[config.mk]
export PLATFORM = sky130hd
export DESIGN_NAME = joint_angle_smoothing_slew_limiter_core
export DESIGN_NICKNAME = d
export VERILOG_FILES = /design/src/rtl/jss_pkg.sv /design/src/rtl/jss_cfg.sv /design/src/rtl/jss_ctrl.sv /design/src/rtl/jss_dp.sv /design/src/rtl/joint_angle_smoothing_slew_limiter_core.sv
export SDC_FILE = /design/constraint.sdc
export NUM_CORES = 2
export LEC_CHECK = 0
export BUFFER_PORTS_ARGS = -buffer_cell sky130_fd_sc_hd__buf_2
export CAP_MARGIN = 15
export CORE_MARGIN = 1.5
export CORE_UTILIZATION = 40
export DETAILED_ROUTE_END_ITERATION = 7
export PLACE_DENSITY = 0.59
export SETUP_SLACK_MARGIN = 0.5
export SYNTH_ARGS = -nofsm -noshare
export SYNTH_HDL_FRONTEND = slang
export SYNTH_HIERARCHICAL = 1
export SYNTH_SLANG_ARGS = --single-unit
[constraint.sdc]
create_clock -name clk_i -period 20.6 [get_ports clk_i]
set_input_delay 3.09 -clock clk_i [delete_from_list [all_inputs] [get_ports clk_i]]
set_output_delay 3.09 -clock clk_i [all_outputs]
set_load 0.005 [all_outputs]
[src/rtl/jss_pkg.sv]
`default_nettype none

package jss_pkg;

  // Fixed geometry of the block
  localparam int NUM_JOINTS = 9;
  localparam int FRAC_BITS  = 12;
  localparam int JOINT_W    = 4;
  localparam int ANG_W      = 18;
  localparam int CMD_W      = 24;
  localparam int GAIN_W     = 16;
  localparam int ALPHA_W    = 13;
  localparam int STEP_W     = 16;
  localparam int CFG_IDX_W  = 3;
  localparam int CFG_DATA_W = 18;
  localparam int JIDX_W     = (NUM_JOINTS > 1) ? $clog2(NUM_JOINTS) : 1;

  // Fixed-point constants: PI_Q30 is scaled by 2^30, PI_Q and ONE_Q by 2^FRAC_BITS
  localparam longint PI_Q30  = 64'sd3373259426;
  localparam longint PI_Q    = (PI_Q30 + (64'sd1 <<< (29 - FRAC_BITS))) >>> (30 - FRAC_BITS);
  localparam longint ONE_Q   = 64'sd1 <<< FRAC_BITS;
  localparam longint CMD_MAX = (64'sd1 <<< (CMD_W - 1)) - 64'sd1;
  localparam longint CMD_MIN = -(64'sd1 <<< (CMD_W - 1));

  localparam longint RST_GAIN  = ONE_Q / 2;
  localparam longint RST_ALPHA = ONE_Q / 2;
  localparam longint RST_STEP  = (ONE_Q * 5 + 50) / 100;
  localparam longint RST_CLAMP = (ONE_Q * 157 + 50) / 100;

  // Datapath widths
  localparam int C_W   = 20;
  localparam int B_W   = (FRAC_BITS + 2 > GAIN_W + 1) ? FRAC_BITS + 2 : GAIN_W + 1;
  localparam int P_W   = CMD_W + B_W;
  localparam int ACC_W = P_W + 1;

  typedef enum logic [CFG_IDX_W-1:0] {
    CFG_GAIN         = 3'd0,
    CFG_SMOOTH_ALPHA = 3'd1,
    CFG_STEP_MAX     = 3'd2,
    CFG_CLAMP_ENABLE = 3'd3,
    CFG_CLAMP_MIN    = 3'd4,
    CFG_CLAMP_MAX    = 3'd5,
    CFG_INVERT       = 3'd6
  } cfg_idx_e;

  typedef enum logic [1:0] {
    ST_SAMPLE   = 2'd0,
    ST_CAPTURED = 2'd1,
    ST_REJECTED = 2'd2
  } status_e;

  typedef struct packed {
    logic signed [GAIN_W-1:0] gain;
    logic [ALPHA_W-1:0]       smooth_alpha;
    logic [STEP_W-1:0]        step_max;
    logic                     clamp_enable;
    logic signed [ANG_W-1:0]  clamp_min;
    logic signed [ANG_W-1:0]  clamp_max;
    logic                     invert;
  } cfg_t;

  typedef struct packed {
    logic accept;
    logic wrap_step;
    logic gain;
    logic mapq;
    logic mul_prev;
    logic mul_new;
    logic slew;
    logic commit;
  } dp_cmd_t;

  typedef struct packed {
    logic req_func;
    logic req_in_range;
    logic req_angle_valid;
    logic wrap_done;
    logic out_free;
  } dp_stat_t;

endpackage

`default_nettype wire

[src/rtl/jss_cfg.sv]
`default_nettype none

module jss_cfg import jss_pkg::*; (
  input  wire logic                  clk_i,
  input  wire logic                  rst_ni,
  input  wire logic                  cfg_valid_i,
  output logic                       cfg_ready_o,
  input  wire logic [CFG_IDX_W-1:0]  cfg_index_i,
  input  wire logic [CFG_DATA_W-1:0] cfg_data_i,
  output cfg_t                       cfg_o
);

  cfg_t cfg_q;

  assign cfg_ready_o = 1'b1;
  assign cfg_o       = cfg_q;

  // Decode the index; codes beyond the list are dropped
  always_ff @(posedge clk_i or negedge rst_ni) begin
    if (!rst_ni) begin
      cfg_q.gain         <= GAIN_W'(RST_GAIN);
      cfg_q.smooth_alpha <= ALPHA_W'(RST_ALPHA);
      cfg_q.step_max     <= STEP_W'(RST_STEP);
      cfg_q.clamp_enable <= 1'b1;
      cfg_q.clamp_min    <= ANG_W'(-RST_CLAMP);
      cfg_q.clamp_max    <= ANG_W'(RST_CLAMP);
      cfg_q.invert       <= 1'b0;
    end else if (cfg_valid_i) begin
      case (cfg_idx_e'(cfg_index_i))
        CFG_GAIN:         cfg_q.gain         <= cfg_data_i[GAIN_W-1:0];
        CFG_SMOOTH_ALPHA: cfg_q.smooth_alpha <= cfg_data_i[ALPHA_W-1:0];
        CFG_STEP_MAX:     cfg_q.step_max     <= cfg_data_i[STEP_W-1:0];
        CFG_CLAMP_ENABLE: cfg_q.clamp_enable <= cfg_data_i[0];
        CFG_CLAMP_MIN:    cfg_q.clamp_min    <= cfg_data_i[ANG_W-1:0];
        CFG_CLAMP_MAX:    cfg_q.clamp_max    <= cfg_data_i[ANG_W-1:0];
        CFG_INVERT:       cfg_q.invert       <= cfg_data_i[0];
        default: ;
      endcase
    end
  end

endmodule

`default_nettype wire

[src/rtl/jss_ctrl.sv]
`default_nettype none

module jss_ctrl import jss_pkg::*; (
  input  wire logic     clk_i,
  input  wire logic     rst_ni,
  input  wire logic     in_valid_i,
  output logic          in_stall_o,
  input  wire dp_stat_t stat_i,
  output dp_cmd_t       cmd_o
);

  typedef enum logic [7:0] {
    S_IDLE = 8'b0000_0001,
    S_WRAP = 8'b0000_0010,
    S_GAIN = 8'b0000_0100,
    S_MAPQ = 8'b0000_1000,
    S_MULP = 8'b0001_0000,
    S_MULQ = 8'b0010_0000,
    S_SLEW = 8'b0100_0000,
    S_DONE = 8'b1000_0000
  } state_e;

  state_e state_q, state_d;

  always_comb begin
    state_d = state_q;
    case (state_q)
      S_IDLE: begin
        if (in_valid_i) begin
          if (stat_i.req_func || !stat_i.req_in_range) begin
            state_d = S_DONE;
          end else if (!stat_i.req_angle_valid) begin
            state_d = S_MAPQ;
          end else begin
            state_d = S_WRAP;
          end
        end
      end
      S_WRAP: begin
        if (stat_i.wrap_done) begin
          state_d = S_GAIN;
        end
      end
      S_GAIN: state_d = S_MAPQ;
      S_MAPQ: state_d = S_MULP;
      S_MULP: state_d = S_MULQ;
      S_MULQ: state_d = S_SLEW;
      S_SLEW: state_d = S_DONE;
      S_DONE: begin
        if (stat_i.out_free) begin
          state_d = S_IDLE;
        end
      end
      default: state_d = S_IDLE;
    endcase
  end

  always_ff @(posedge clk_i or negedge rst_ni) begin
    if (!rst_ni) begin
      state_q <= S_IDLE;
    end else begin
      state_q <= state_d;
    end
  end

  assign in_stall_o = (state_q != S_IDLE);

  always_comb begin
    cmd_o.accept    = (state_q == S_IDLE) && in_valid_i;
    cmd_o.wrap_step = (state_q == S_WRAP);
    cmd_o.gain      = (state_q == S_GAIN);
    cmd_o.mapq      = (state_q == S_MAPQ);
    cmd_o.mul_prev  = (state_q == S_MULP);
    cmd_o.mul_new   = (state_q == S_MULQ);
    cmd_o.slew      = (state_q == S_SLEW);
    cmd_o.commit    = (state_q == S_DONE) && stat_i.out_free;
  end

endmodule

`default_nettype wire

[src/rtl/jss_dp.sv]
`default_nettype none

module jss_dp import jss_pkg::*; (
  input  wire logic                    clk_i,
  input  wire logic                    rst_ni,
  input  wire cfg_t                    cfg_i,
  input  wire dp_cmd_t                 cmd_i,
  output dp_stat_t                     stat_o,
  input  wire logic                    func_i,
  input  wire logic [JOINT_W-1:0]      joint_i,
  input  wire logic                    angle_valid_i,
  input  wire logic signed [ANG_W-1:0] angle_rad_i,
  input  wire logic                    out_stall_i,
  output logic                         out_valid_o,
  output logic [JOINT_W-1:0]           joint_out_o,
  output logic signed [CMD_W-1:0]      command_o,
  output logic [1:0]                   status_o
);

  localparam logic signed [C_W-1:0]   PI_C     = C_W'(PI_Q);
  localparam logic signed [C_W-1:0]   TWO_PI_C = C_W'(2 * PI_Q);
  localparam logic signed [B_W-1:0]   ONE_B    = B_W'(ONE_Q);
  localparam logic signed [ACC_W-1:0] HALF_A   = ACC_W'(ONE_Q >>> 1);
  localparam logic signed [ACC_W-1:0] MAX_A    = ACC_W'(CMD_MAX);
  localparam logic signed [ACC_W-1:0] MIN_A    = ACC_W'(CMD_MIN);

  function automatic logic signed [CMD_W-1:0] sat_cmd(input logic signed [ACC_W-1:0] v);
    logic signed [CMD_W-1:0] r;
    if (v > MAX_A) begin
      r = CMD_W'(CMD_MAX);
    end else if (v < MIN_A) begin
      r = CMD_W'(CMD_MIN);
    end else begin
      r = v[CMD_W-1:0];
    end
    return r;
  endfunction

  function automatic logic signed [ACC_W-1:0] clamp_val(
    input logic signed [ACC_W-1:0] v,
    input logic                    en,
    input logic signed [ACC_W-1:0] lo,
    input logic signed [ACC_W-1:0] hi
  );
    logic signed [ACC_W-1:0] r;
    r = v;
    if (en) begin
      if (r > hi) r = hi;
      if (r < lo) r = lo;
    end
    return r;
  endfunction

  // Item registers
  logic                    func_q, valid_q, in_range_q, wrap_hi_q, wrap_lo_q;
  logic [JOINT_W-1:0]      joint_q;
  logic [JIDX_W-1:0]       idx;
  logic signed [C_W-1:0]   c_q, c_d, ang_ext, c_neg;
  logic signed [ACC_W-1:0] acc_q, acc_d, s_q, s_d;
  logic signed [CMD_W-1:0] q_q, q_d;

  // Per-joint state
  logic signed [CMD_W-1:0] last_q   [NUM_JOINTS];
  logic signed [CMD_W-1:0] latest_q [NUM_JOINTS];
  logic signed [CMD_W-1:0] offset_q [NUM_JOINTS];
  logic                    have_q;
  logic signed [CMD_W-1:0] prev_rd, off_rd;

  // Output register
  logic                    out_valid_q;
  logic [JOINT_W-1:0]      out_joint_q;
  logic signed [CMD_W-1:0] out_cmd_q;
  status_e                 out_status_q;
  logic                    out_free;

  // Configuration views as signed words
  logic signed [ACC_W-1:0] cmin_a, cmax_a, step_a;
  logic signed [B_W-1:0]   gain_b, alpha_eff, one_minus;
  logic [B_W-1:0]          alpha_u;

  // Shared multiplier
  logic signed [CMD_W-1:0] mul_a;
  logic signed [B_W-1:0]   mul_b;
  logic signed [P_W-1:0]   prod;

  logic signed [ACC_W-1:0] rnd, mapped, prev_a, delta, fin_a;
  logic signed [CMD_W-1:0] fin;
  logic                    last_all_zero;

  assign idx      = joint_q[JIDX_W-1:0];
  assign prev_rd  = last_q[idx];
  assign off_rd   = offset_q[idx];
  assign ang_ext  = C_W'(angle_rad_i);
  assign out_free = !out_valid_q || !out_stall_i;

  assign stat_o.req_func        = func_i;
  assign stat_o.req_in_range    = ({1'b0, joint_i} < (JOINT_W + 1)'(NUM_JOINTS));
  assign stat_o.req_angle_valid = angle_valid_i;
  assign stat_o.wrap_done       = !((wrap_hi_q && (c_q >= PI_C)) ||
                                    (wrap_lo_q && (c_q < -PI_C)));
  assign stat_o.out_free        = out_free;

  assign cmin_a    = ACC_W'(cfg_i.clamp_min);
  assign cmax_a    = ACC_W'(cfg_i.clamp_max);
  assign step_a    = signed'(ACC_W'(cfg_i.step_max));
  assign gain_b    = B_W'(cfg_i.gain);
  assign alpha_u   = B_W'(cfg_i.smooth_alpha);
  assign alpha_eff = (alpha_u > B_W'(ONE_Q)) ? ONE_B : signed'(alpha_u);
  assign one_minus = ONE_B - alpha_eff;

  assign c_neg = cfg_i.invert ? -c_q : c_q;

  // Pick multiplier operands by step
  always_comb begin
    mul_a = CMD_W'(c_neg);
    mul_b = gain_b;
    if (cmd_i.mul_prev) begin
      mul_a = prev_rd;
      mul_b = one_minus;
    end else if (cmd_i.mul_new) begin
      mul_a = q_q;
      mul_b = alpha_eff;
    end
  end

  assign prod = mul_a * mul_b;

  // Rescale with round half up
  assign rnd    = (acc_q + HALF_A) >>> FRAC_BITS;
  assign mapped = valid_q ? clamp_val(rnd, cfg_i.clamp_enable, cmin_a, cmax_a) : '0;
  assign prev_a = ACC_W'(prev_rd);
  assign delta  = rnd - prev_a;
  assign fin_a  = clamp_val(s_q, cfg_i.clamp_enable, cmin_a, cmax_a);
  assign fin    = sat_cmd(fin_a);

  always_comb begin
    c_d = c_q;
    if (cmd_i.accept) begin
      c_d = ang_ext;
    end else if (cmd_i.wrap_step && !stat_o.wrap_done) begin
      c_d = wrap_hi_q ? (c_q - TWO_PI_C) : (c_q + TWO_PI_C);
    end
  end

  always_comb begin
    acc_d = acc_q;
    if (cmd_i.gain || cmd_i.mul_prev) begin
      acc_d = ACC_W'(prod);
    end else if (cmd_i.mul_new) begin
      acc_d = acc_q + ACC_W'(prod);
    end
  end

  assign q_d = sat_cmd(mapped - ACC_W'(off_rd));

  // Slew limit against the joint's last command
  always_comb begin
    s_d = rnd;
    if (delta > step_a) begin
      s_d = prev_a + step_a;
    end else if (delta < -step_a) begin
      s_d = prev_a - step_a;
    end
  end

  always_ff @(posedge clk_i) begin
    if (cmd_i.accept) begin
      func_q     <= func_i;
      joint_q    <= joint_i;
      valid_q    <= angle_valid_i;
      in_range_q <= stat_o.req_in_range;
      wrap_hi_q  <= (ang_ext > PI_C);
      wrap_lo_q  <= (ang_ext < -PI_C);
    end
    c_q   <= c_d;
    acc_q <= acc_d;
    if (cmd_i.mapq) begin
      q_q <= q_d;
    end
    if (cmd_i.slew) begin
      s_q <= s_d;
    end
  end

  // Commit joint state together with the load of the output register
  always_ff @(posedge clk_i or negedge rst_ni) begin
    if (!rst_ni) begin
      for (int i = 0; i < NUM_JOINTS; i++) begin
        last_q[i]   <= '0;
        latest_q[i] <= '0;
        offset_q[i] <= '0;
      end
      have_q <= 1'b0;
    end else if (cmd_i.commit) begin
      if (func_q) begin
        if (have_q) begin
          for (int i = 0; i < NUM_JOINTS; i++) begin
            offset_q[i] <= latest_q[i];
            last_q[i]   <= '0;
          end
        end
      end else if (in_range_q) begin
        last_q[idx]   <= fin;
        latest_q[idx] <= fin;
        have_q        <= 1'b1;
      end
    end
  end

  always_ff @(posedge clk_i or negedge rst_ni) begin
    if (!rst_ni) begin
      out_valid_q <= 1'b0;
    end else if (cmd_i.commit) begin
      out_valid_q <= 1'b1;
    end else if (!out_stall_i) begin
      out_valid_q <= 1'b0;
    end
  end

  always_ff @(posedge clk_i) begin
    if (cmd_i.commit) begin
      if (func_q) begin
        out_joint_q  <= '0;
        out_cmd_q    <= '0;
        out_status_q <= have_q ? ST_CAPTURED : ST_REJECTED;
      end else begin
        out_joint_q  <= joint_q;
        out_cmd_q    <= in_range_q ? fin : '0;
        out_status_q <= ST_SAMPLE;
      end
    end
  end

  assign out_valid_o = out_valid_q;
  assign joint_out_o = out_joint_q;
  assign command_o   = out_cmd_q;
  assign status_o    = out_status_q;

  always_comb begin
    last_all_zero = 1'b1;
    for (int i = 0; i < NUM_JOINTS; i++) begin
      if (last_q[i] != '0) last_all_zero = 1'b0;
    end
  end

  a_commit_free: assert property (@(posedge clk_i) disable iff (!rst_ni)
    cmd_i.commit |-> out_free)
    else $error("result committed while output register busy");

  a_nonsample_zero: assert property (@(posedge clk_i) disable iff (!rst_ni)
    (out_valid_q && (out_status_q != ST_SAMPLE)) |-> (out_cmd_q == '0))
    else $error("capture result carries a nonzero command");

  a_sample_stored: assert property (@(posedge clk_i) disable iff (!rst_ni)
    (cmd_i.commit && !func_q && in_range_q) |=>
      ((last_q[idx] == out_cmd_q) && (latest_q[idx] == out_cmd_q)))
    else $error("joint state does not match delivered command");

  a_capture_clears: assert property (@(posedge clk_i) disable iff (!rst_ni)
    (cmd_i.commit && func_q && have_q) |=> last_all_zero)
    else $error("capture left a nonzero last command");

  a_have_sticky: assert property (@(posedge clk_i) disable iff (!rst_ni)
    !$fell(have_q))
    else $error("sample flag cleared outside reset");

endmodule

`default_nettype wire

[src/rtl/joint_angle_smoothing_slew_limiter_core.sv]
`default_nettype none

// Joint angle smoother with slew-rate limit. Each input transfer is either an
// angle sample (func_i = 0) for one joint or a zero-capture command
// (func_i = 1). A sample angle (signed Q12 radians) is wrapped into plus or
// minus pi, optionally negated, scaled by the signed Q12 gain and optionally
// clamped; an invalid reading counts as zero. The joint's zero offset is
// subtracted, the value is blended with the joint's last command by
// exponential smoothing (weight smooth_alpha, Q12), the change is limited to
// step_max, the clamp is applied again and the 24-bit saturated result is
// stored and delivered. A capture copies every joint's latest command into
// its offset and clears the last commands, or reports status 2 if no sample
// has been seen since reset. A sample for a joint number of 9 or more changes
// nothing and returns command 0. Sequencing: the block handles one item at a
// time. A valid sample passes the angle wrap, which subtracts or adds one
// turn of 2*pi per cycle until the angle lies within plus or minus pi, and
// one shared 24x17 multiplier is used in three steps (gain, old-command
// weight, new-value weight) followed by slew and commit. An invalid sample
// skips the wrap and the gain step; a capture or an out-of-range joint goes
// straight to commit. The result sits in an output register, so a stalled
// result does not hold off the next input transfer; only the commit of the
// following result waits for it. Configuration writes are always ready and
// take effect the next cycle; write them only while idle.

module joint_angle_smoothing_slew_limiter_core import jss_pkg::*; (
  input  wire logic                    clk_i,
  input  wire logic                    rst_ni,
  // Input channel
  input  wire logic                    in_valid_i,
  output logic                         in_stall_o,
  input  wire logic                    func_i,
  input  wire logic [JOINT_W-1:0]      joint_i,
  input  wire logic                    angle_valid_i,
  input  wire logic signed [ANG_W-1:0] angle_rad_i,
  // Result channel
  output logic                         out_valid_o,
  input  wire logic                    out_stall_i,
  output logic [JOINT_W-1:0]           joint_out_o,
  output logic signed [CMD_W-1:0]      command_o,
  output logic [1:0]                   status_o,
  // Configuration write channel
  input  wire logic                    cfg_valid_i,
  output logic                         cfg_ready_o,
  input  wire logic [CFG_IDX_W-1:0]    cfg_index_i,
  input  wire logic [CFG_DATA_W-1:0]   cfg_data_i
);

  cfg_t     cfg;
  dp_cmd_t  dp_cmd;
  dp_stat_t dp_stat;

  // Register file for the seven settings
  jss_cfg u_cfg (
    .clk_i       (clk_i),
    .rst_ni      (rst_ni),
    .cfg_valid_i (cfg_valid_i),
    .cfg_ready_o (cfg_ready_o),
    .cfg_index_i (cfg_index_i),
    .cfg_data_i  (cfg_data_i),
    .cfg_o       (cfg)
  );

  // Sequencer: steps the datapath through wrap, multiply, slew and commit
  jss_ctrl u_ctrl (
    .clk_i      (clk_i),
    .rst_ni     (rst_ni),
    .in_valid_i (in_valid_i),
    .in_stall_o (in_stall_o),
    .stat_i     (dp_stat),
    .cmd_o      (dp_cmd)
  );

  // Datapath: item registers, shared multiplier, joint state, output register
  jss_dp u_dp (
    .clk_i         (clk_i),
    .rst_ni        (rst_ni),
    .cfg_i         (cfg),
    .cmd_i         (dp_cmd),
    .stat_o        (dp_stat),
    .func_i        (func_i),
    .joint_i       (joint_i),
    .angle_valid_i (angle_valid_i),
    .angle_rad_i   (angle_rad_i),
    .out_stall_i   (out_stall_i),
    .out_valid_o   (out_valid_o),
    .joint_out_o   (joint_out_o),
    .command_o     (command_o),
    .status_o      (status_o)
  );

endmodule

`default_nettype wire

==> results_tabular.tex <==
\begin{tabular}{lr}
\hline
Metric & Value \\
\hline
\multicolumn{2}{l}{\textbf{Hold path}} \\
\quad WHS Endpoint & u\_dp/latest\_q[23] \\
\quad Depth of the worst hold-timing path & 2 \\
\quad Hold/Removal Path Class & reg -> reg \\
\quad Worst Hold Launch & u\_dp/latest\_q[23] \\
\multicolumn{2}{l}{\textbf{Placed design}} \\
\quad HPWL Detailed & 167000 um \\
\quad IO buf count & 81 \\
\quad Inst Count DP & 8978 \\
\quad Global placement routability congestion & 0.964 \\
\multicolumn{2}{l}{\textbf{Critical path}} \\
\quad Critical path required time & between 20000 and 25000 ps \\
\quad CP top delay family & compound AO/OA/AOI/OAI gates \\
\quad R2r setup slk & 7560 ps \\
\quad Highest cell delay on the worst timing path & around 800 ps \\
\quad Critical path buffer and inverter count & 6 \\
\quad Worst setup EP type & register \\
\quad Highest fanout seen on the critical path & 24 \\
\quad Data arrival time of the critical path & 13470 ps \\
\quad Launching element type of the critical path & register \\
\quad Startpoint of the lowest-slack register-to-register path & u\_cfg/cfg\_o[55] \\
\quad Depth of the most critical reg-to-reg path & 45 \\
\quad Critical Path Slowest Stage Cell & sky130\_fd\_sc\_hd\_\_a2111oi\_0 \\
\quad Critical register-to-register path endpoint & u\_dp/acc\_q[41] \\
\quad Critical path start-end classification & reg -> reg \\
\multicolumn{2}{l}{\textbf{Clocking}} \\
\quad Number of buffers added to fix hold violations after cts & 0 \\
\quad Clock network latency to the later pin of the worst-skew pair & 730 ps \\
\quad Largest buffer count on any clock path & 3 \\
\quad Clock-pin slew on the worst setup and hold paths & 60 ps \\
\quad Clock Root Buffer & sky130\_fd\_sc\_hd\_\_clkbuf\_16 \\
\quad CTS tree & done \\
\quad Maximum level of the CTS H-tree & 3 \\
\quad TritonCTS buffer count & 98 \\
\quad Post-cts resize count & 0 \\
\quad Setup bufs post-CTS & 0 \\
\quad Clk sinks & 896 \\
\multicolumn{2}{l}{\textbf{Drt}} \\
\quad Post-detailed-route DRC marker count & 0 \\
\quad DR WL/cell & 26.0 um \\
\quad Detailed router's first-iteration violation count & 4553 \\
\quad Sum of routed wire length over all layers & 238000 um \\
\quad Number of iterations in the first detailed-routing pass & 6 \\
\quad Total vias in the final route & between 50000 and 60000 \\
\quad Average via count per standard cell & 5.97 \\
\quad Number of antenna-violating nets in the routed design & 0 \\
\multicolumn{2}{l}{\textbf{Run}} \\
\quad Number of max-capacitance violations reported & 0 \\
\multicolumn{2}{l}{\textbf{Synthesis}} \\
\quad Mapped cell area & 0.0681 mm2 \\
\quad Top FF cell, synth & sky130\_fd\_sc\_hd\_\_dfrtp\_1 \\
\quad Synth unique cells & 97 \\
\quad YS warnings & 6 \\
\quad FF+latch count, synth & between 800 and 900 \\
\quad Share of async-settable or async-resettable flops after synthesis & 0.827 \\
\quad Number of enable flip-flop cells after synthesis & 155 \\
\quad Number of cells produced by synthesis & 6913 \\
\quad Net Count, Synth & 7796 \\
\quad Register area share after synthesis & 0.341 \\
\quad Mean Syn Cell Area & 9.85 um2 \\
\multicolumn{2}{l}{\textbf{Timing}} \\
\quad Highest Clock Rate & between 70 and 80 MHz \\
\quad Worst clock skew on the final layout & 73.0 ps \\
\quad Number of pins exceeding their max-slew limit in the final report & 0 \\
\quad Worst slew margin relative to its limit & 0.0251 \\
\quad Hold slack & 476 ps \\
\quad Total negative setup slack & 0 ps \\
\quad Final hold vios & 0 \\
\quad Final Critical Period & 13040 ps \\
\quad Setup repair after global routing missed its margin & no \\
\quad Share of the clock period used by the worst path after layout & 0.633 \\
\quad Worst Tran Pin Value & 1450 ps \\
\quad Final Setup Violations & 0 \\
\multicolumn{2}{l}{\textbf{Global route}} \\
\quad Maximum number of pins on one net before global-route repair & 173 \\
\quad Overall routing resource usage & 0.274 \\
\quad Number of antenna violations at the first check in global routing & 10 \\
\quad Global route overflow & 0 \\
\quad Vias in the first global route & 55854 \\
\quad Wire length of the first global-routing pass & $\sim$360000 um \\
\multicolumn{2}{l}{\textbf{Floorplanning}} \\
\quad Vertical die dimension & 416 um \\
\quad Num ports & 83 \\
\quad Floorplan die area & 0.173 mm2 \\
\quad Initial Util & 0.402 \\
\quad Die X & 416 um \\
\quad Std-Cell Core Area & 0.169 mm2 \\
\quad Cell row count & roughly 150 \\
\multicolumn{2}{l}{\textbf{Layout}} \\
\quad Layout Utilization & 0.442 \\
\quad Most used cells in the layout excluding fill and tap cells & sky130\_fd\_sc\_hd\_\_nand2\_1 (928), sky130\_fd\_sc\_hd\_\_dfrtp\_1 (713), sky130\_fd\_sc\_hd\_\_inv\_1 (548) \\
\quad Number of nets at the end of the flow & 7744 \\
\quad Share of layout cells above drive strength 1 & 0.143 \\
\quad Commonest non-fill, non-tap cell in the layout & sky130\_fd\_sc\_hd\_\_nand2\_1 \\
\quad Fill cells & 16230 \\
\quad Non-filler instance count after layout & 9164 \\
\quad Growth of design area from synthesis to finish & 9.84\% \\
\multicolumn{2}{l}{\textbf{Outcome}} \\
\quad Result of the run & finished, final reports clean \\
\hline
\end{tabular}
[per-layer routing]
metal | vias up | global-route usage | routed length, um
met4 | 2 | 0.141 | 14000
met2 | 2128 | 0.446 | 111000
met3 | 532 | 0.0408 | 16500
met1 | 27843 | 0.354 | 96700
met5 | - | 0 | 17
li1 | 24226 | - | -
[worst max-delay path by stage]
stage          slack, ps  cells past startpoint              to       startpoint
2_1_floorplan       9360                     45  u_dp/acc_q[41]  u_cfg/cfg_o[55]
3_3_place_gp        7850                     45  u_dp/acc_q[41]  u_cfg/cfg_o[55]
3_5_place_dp        7810                     45  u_dp/acc_q[41]  u_cfg/cfg_o[55]
4_1_cts             7750                     45  u_dp/acc_q[41]  u_cfg/cfg_o[55]
5_1_grt             6700                     46  u_dp/acc_q[41]  u_cfg/cfg_o[55]
6_report            7560                     45  u_dp/acc_q[41]  u_cfg/cfg_o[55]
[worst min-delay path: stages, from the launching register on]
cell and delay (ps):
sky130_fd_sc_hd__dfrtp_1 340, sky130_fd_sc_hd__nand2_1 40, sky130_fd_sc_hd__o21ai_0 60
[final cells by class]
| type | instances | area, um2 | share of cell area |
|---|---|---|---|
| multi-input cells | 5061 | 41600 | 0.556 |
| repair buffers | 253 | 1790 | 0.0239 |
| inverters | 551 | 2070 | 0.0277 |
| well taps | 2218 | 2780 | 0.0371 |
| clock buffers | 142 | 2890 | 0.0387 |
| clock inverters | 40 | 457 | 0.00611 |
| flip-flops and latches | 896 | 23200 | 0.311 |
| diodes | 3 | 7.51 | 0.000100 |
[through the flow]
| stage | instance area, um2 | setup slack (ps) |
|---|---|---|
| floorplan | 68100 | 9360 |
| global placement | 71400 | 7850 |
| detailed placement | 71400 | 7810 |
| CTS | 74800 | 7750 |
| global route | 74800 | 6700 |
| finish | 74800 | 7560 |
[cell families after synthesis]
group,synth area share
buffers and inverters,0.0552
XOR/XNOR,0.0264
multiplexers,0.0917
flip-flops,0.341
AO/OA/AOI/OAI,0.153
adder cells (fa/ha/maj),0.198
other,0.0000551
AND/OR/NAND/NOR,0.134
[synthesized netlist by cell type, drive strengths merged, types with 75 or more instances]
master	instances	share of area
a21oi	278	0.020
fa	408	0.12
dfrtp	713	0.26
o211ai	432	0.048
nand2b	80	0.0073
nor2	412	0.023
inv	550	0.030
xor2	77	0.0099
clkbuf	317	0.017
xnor2	128	0.016
edfxtp	155	0.068
mux2	327	0.054
nand2	941	0.052
ha	425	0.078
a21o	132	0.015
nand3	132	0.0097
mux4	96	0.032
nor3	77	0.0057
nand4	75	0.0069
o21ai	288	0.021
buf	88	0.0073
[flip-flops by register name (all words and copies together) (netlist names), 2 cells and up]
name	count
u_dp/acc_q	42
u_dp/q_q	24
u_dp/joint_out_o	4
u_dp/latest_q	216
u_dp/offset_q	216
u_dp/last_q	216
u_dp/c_q	20
u_ctrl/state_q	8
u_dp/command_o	24
u_dp/idx	4
u_dp/s_q	30
u_cfg/cfg_o	83
u_dp/status_o	2
Power is left out: the tool's default activity adds up to more than one toggle a clock period on the data nets, which glitch-free logic cannot reach.
